==> src/sv/tta_pkg.sv <==
// Package for the toroidal three-state automaton core.
// Holds the opcode, cell and result codes, the controller state type, the
// controller/datapath command and status structs and the cell update rule.
`default_nettype none

package tta_pkg;

  // Host opcodes; code three is ignored.
  typedef enum logic [1:0] {
    OP_LOAD = 2'd0,
    OP_STEP = 2'd1,
    OP_READ = 2'd2
  } op_t;

  // Cell contents
  typedef enum logic [1:0] {
    CELL_EMPTY = 2'd0,
    CELL_A     = 2'd1,
    CELL_B     = 2'd2,
    CELL_INERT = 2'd3
  } cell_t;

  // Result kinds
  localparam logic [1:0] KIND_LOAD = 2'd0;
  localparam logic [1:0] KIND_STEP = 2'd1;
  localparam logic [1:0] KIND_READ = 2'd2;

  // Configuration register indexes
  localparam logic REG_GRID_WIDTH  = 1'b0;
  localparam logic REG_GRID_HEIGHT = 1'b1;

  // Controller states
  typedef enum logic [3:0] {
    ST_IDLE,
    ST_RD_UP,
    ST_RD_MID,
    ST_RD_DN,
    ST_CAP_DN,
    ST_CELLS,
    ST_DRAIN,
    ST_ROW_WR,
    ST_COPY_RD,
    ST_COPY_WR,
    ST_FINISH
  } state_t;

  // Commands from controller to datapath
  typedef struct packed {
    logic load;       // write one cell from the host word
    logic read;       // read one cell for the host
    logic gen_init;   // start a generation at row zero
    logic rd_up;      // fetch the A-map row above
    logic rd_mid;     // fetch the A-map row itself
    logic rd_dn;      // fetch the A-map row below
    logic cap_dn;     // capture the row below, rewind column
    logic cell_issue; // read the next cell of the row
    logic row_write;  // store the new A-map row
    logic row_next;   // advance to the next row
    logic copy_init;  // point at the first row outside the region
    logic copy_rd;    // fetch an A-map row outside the region
    logic copy_wr;    // store it into the other bank
    logic copy_next;  // advance the copy row
    logic finish;     // swap A-map banks and report the generation
  } ctrl_cmd_t;

  // Status from datapath to controller
  typedef struct packed {
    logic col_last;
    logic row_last;
    logic copy_none;
    logic copy_last;
  } dp_status_t;

  // One-generation update of a single cell
  function automatic cell_t next_cell(input cell_t v, input logic near_a);
    cell_t n;
    n = v;
    case (v)
      CELL_A:     n = CELL_B;
      CELL_B:     n = near_a ? CELL_EMPTY : CELL_A;
      CELL_EMPTY: n = near_a ? CELL_A : CELL_EMPTY;
      default:    n = v;
    endcase
    return n;
  endfunction

endpackage

`default_nettype wire

==> src/sv/tta_ctrl.sv <==
// Controller of the toroidal three-state automaton core.
// Sequences loads, reads and generation sweeps; depends on tta_pkg.
`default_nettype none

module tta_ctrl (
  input  wire logic               clk,
  input  wire logic               rst,
  input  wire logic               start,
  input  wire logic [1:0]         op,
  input  wire tta_pkg::dp_status_t status,
  output tta_pkg::ctrl_cmd_t      cmd,
  output logic                    busy
);
  import tta_pkg::*;

  state_t state, state_next;

  // State register
  always_ff @(posedge clk) begin
    if (rst) begin
      state <= ST_IDLE;
    end else begin
      state <= state_next;
    end
  end

  // Next state and commands
  always_comb begin
    state_next = state;
    cmd        = '0;
    unique case (state)
      ST_IDLE: begin
        if (start) begin
          case (op_t'(op))
            OP_LOAD: cmd.load = 1'b1;
            OP_READ: cmd.read = 1'b1;
            OP_STEP: begin
              cmd.gen_init = 1'b1;
              state_next   = ST_RD_UP;
            end
            default: ;
          endcase
        end
      end
      ST_RD_UP: begin
        cmd.rd_up  = 1'b1;
        state_next = ST_RD_MID;
      end
      ST_RD_MID: begin
        cmd.rd_mid = 1'b1;
        state_next = ST_RD_DN;
      end
      ST_RD_DN: begin
        cmd.rd_dn  = 1'b1;
        state_next = ST_CAP_DN;
      end
      ST_CAP_DN: begin
        cmd.cap_dn = 1'b1;
        state_next = ST_CELLS;
      end
      ST_CELLS: begin
        cmd.cell_issue = 1'b1;
        if (status.col_last) begin
          state_next = ST_DRAIN;
        end
      end
      ST_DRAIN: begin
        state_next = ST_ROW_WR;
      end
      ST_ROW_WR: begin
        cmd.row_write = 1'b1;
        if (!status.row_last) begin
          cmd.row_next = 1'b1;
          state_next   = ST_RD_UP;
        end else if (status.copy_none) begin
          state_next = ST_FINISH;
        end else begin
          cmd.copy_init = 1'b1;
          state_next    = ST_COPY_RD;
        end
      end
      ST_COPY_RD: begin
        cmd.copy_rd = 1'b1;
        state_next  = ST_COPY_WR;
      end
      ST_COPY_WR: begin
        cmd.copy_wr = 1'b1;
        if (status.copy_last) begin
          state_next = ST_FINISH;
        end else begin
          cmd.copy_next = 1'b1;
          state_next    = ST_COPY_RD;
        end
      end
      ST_FINISH: begin
        cmd.finish = 1'b1;
        state_next = ST_IDLE;
      end
      default: state_next = ST_IDLE;
    endcase
  end

  assign busy = (state != ST_IDLE);

endmodule

`default_nettype wire

==> config.mk <==
export PLATFORM = sky130hd
export DESIGN_NAME = tta_ctrl
export DESIGN_NICKNAME = d
export VERILOG_FILES = /design/src/sv/tta_pkg.sv /design/src/sv/tta_ctrl.sv
export SDC_FILE = /design/constraint.sdc
export NUM_CORES = 1
export LEC_CHECK = 0
export BUFFER_PORTS_ARGS = -buffer_cell sky130_fd_sc_hd__buf_2
export CORE_MARGIN = 1
export CORE_UTILIZATION = 25
export CTS_CLUSTER_SIZE = 16
export DETAILED_ROUTE_END_ITERATION = 7
export PLACE_DENSITY = 0.62
export SLEW_MARGIN = 20
export SYNTH_ARGS = -nofsm -noshare
export SYNTH_HDL_FRONTEND = slang
export SYNTH_SLANG_ARGS = --single-unit
==> constraint.sdc <==
create_clock -name clk -period 3.3 [get_ports clk]
set_input_delay 0.33 -clock clk [delete_from_list [all_inputs] [get_ports clk]]
set_output_delay 0.33 -clock clk [all_outputs]
set_load 0.03 [all_outputs]
==> out/results.ini <==
[run_status]
status = completed

[drt]
drc = 0
vias = 421
ant_nets = 0
firstDrtPassIters = 3
routed_wl_um = 920
wl_per_cell_um = 10.8
avgViaCountPerCell = 4.95
dr.first_iter.drc_count = 8

[placement]
hpwl_um = 771
io_buffers = 24
gp_congestion = 0.797

[global_routing]
grt_max_degree = 12
overflow = 0
antenna_found_initial = 0
grtUsageTotal = 0.128
grt_pass1_wl_um = 1370
first_global_vias = 339

[timing]
min_period_ps = 1840
relSlewSlack = 0.744
setup_viol = 0
max_freq_mhz = 544
finalCritPeriodShare = 0.557
tightest_slew_ps = 381
hold_violations = 0
hold_ws_ps = 285
rsz0062_at_grt = false
fin_setup_tns_ps = 0
finalClockSkew_ps = 6.44
slew_viol_final = 0

[finish]
final_cell_mix = 24 x buf_2, 9 x nor3_1, 5 x nand2b_1
multiInputGateArea_um2 = 259
insertedDiodeCount = 0
area.growth.synth_to_final_pct = 35.4
n_fill_cell = 148
final_common_cell = buf_2
largest_reg_flops = 4
top_regs = state x4
fin_nets = 81
regArea_um2 = 80.1
regMostFlops = state
layout-drive-gt1-share = 0.486

[clock_network]
cts_buffers = 3
clockBufferDepth = 2
cts_resized = 0
htreeDepth = 1
root_buffer = clkbuf_4
insertion_delay_ps = 230
clock-sinks = 4
postCtsSetupRepairBufs = 0
cts.reportedPaths.clkPinSlew_ps = 40
cts_hold_buf = 0
cts_tree = yes

[hold_path]
hold_path_depth = 2
holdPathEnd = state[2]$_SDFFE_PP0P_
min_from = rst
min-delay-path-class = primary input to flip-flop

[logic_synthesis]
syn_inst = 46
ys_seq_area_frac = 0.212
syn_area_um2 = 378
ys_warn_count = 0
synth_seq_cells = 4
synthDistinctLibCells = 25
avgSynthCellArea_um2 = 8.21
synth_fp_nets = 55

[floorplanning]
dieArea_um2 = 1670
ios = 25
start_util = 0.280
dieWidth_um = 40.9
num_rows = 13
die_h_um = 40.9
core_area_um2 = 1350

[worst_setup_path]
end_kind = primary output
critPathBufInv = 2
slowest_delay_ps = 380
r2r_setup_slack_ps = 2010
cpMaxStageDelayCell = dfxtp_1
crit_arrival_ps = 1510
worst-setup-path-type = flip-flop to primary output
cp_data_required_time_ps = 2970
startpoint_type = flip-flop
cp_cell_sequence = nor4_2 > inv_2 > nor4b_2 > buf_2
r2r-start = state[2]$_SDFFE_PP0P_
ff2ff_path_depth = 3
reg2reg_to = state[0]$_SDFFE_PP0P_
critPathMaxFanout = 10
cp_top_family = simple AND/OR/NAND/NOR gates

[power]
p_leak_nw = 0.259
ir_drop_uv = 142
powerDensity_nw_per_um2 = 280

[flow_run]
maxCapViolations = 0

-- report_power, final --
part	switching (mW)	leakage, nW	internal [mW]	total [mW]
Sequential	0.00208	0.0324	0.0497	0.0518
Combinational	0.0191	0.213	0.0124	0.0315
Clock	0.0192	0.0138	0.0406	0.0599
-- through the flow --
step                utilization  setup WS (ps)  area [um^2]  instances  power, mW
floorplan                     -           1440          378         46     0.0723
global placement          0.362           1740          489         82     0.0837
detailed placement        0.362           1690          489         82     0.0843
CTS                       0.379           1440          512         85      0.146
global route              0.379           1320          512         85      0.154
finish                    0.379           1460          512         85      0.143
-- how the worst max path moves through the flow --
stage / start / endpoint / slack (ps) / depth (start not counted)
finish: state[1]$_SDFFE_PP0P_ / cmd[14] / 1460 / 4
global route: state[3]$_SDFFE_PP0P_ / cmd[14] / 1320 / 4
CTS: state[1]$_SDFFE_PP0P_ / cmd[14] / 1440 / 4
detailed placement: state[1]$_SDFFE_PP0P_ / cmd[14] / 1690 / 4
global placement: state[0]$_SDFFE_PP0P_ / cmd[14] / 1740 / 4
floorplan: state[1]$_SDFFE_PP0P_ / cmd[14] / 1440 / 4
-- synth_stat cells, drive strengths merged --
master | n | area (um^2)
nor4 | 1 | 12.5
and2 | 1 | 6.26
a21o | 1 | 7.51
nor3 | 9 | 45.0
nor2 | 4 | 15.0
nand3 | 1 | 10.0
dfxtp | 4 | 80.1
o21ai | 1 | 5.00
nor4b | 1 | 15.0
or2 | 1 | 6.26
o2bb2ai | 1 | 8.76
nand2b | 5 | 31.3
nand2 | 1 | 3.75
xor2 | 1 | 8.76
buf | 3 | 27.5
a2bb2oi | 1 | 8.76
inv | 3 | 11.3
a311oi | 1 | 15.0
o211ai | 1 | 12.5
and4b | 2 | 21.3
and3b | 2 | 17.5
o31a | 1 | 8.76
-- kinds of logic after synthesis --
family	Yosys count	synth area share
simple gates	28	0.487
compound gates	7	0.175
buf+inv	6	0.103
flops	4	0.212
xor+xnor	1	0.0232
-- layout make-up --
type / instances / share of cell area
multi-input combinational: 36 / 0.506
timing repair buffer: 24 / 0.235
sequential: 4 / 0.156
clock buffer: 3 / 0.0440
tap: 15 / 0.0367
inverter: 3 / 0.0220
-- metal layers --
layer | routed length [um] | part of all wire | global-route usage | up-vias
met5 | 0 | 0 | 0 | -
met4 | 0 | 0 | 0.0250 | 0
met3 | 65 | 0.071 | 0.0652 | 0
met2 | 393 | 0.43 | 0.199 | 20
met1 | 460 | 0.50 | 0.156 | 185
li1 | - | - | - | 216
No activity file was read; power rests on OpenSTA's default activity.
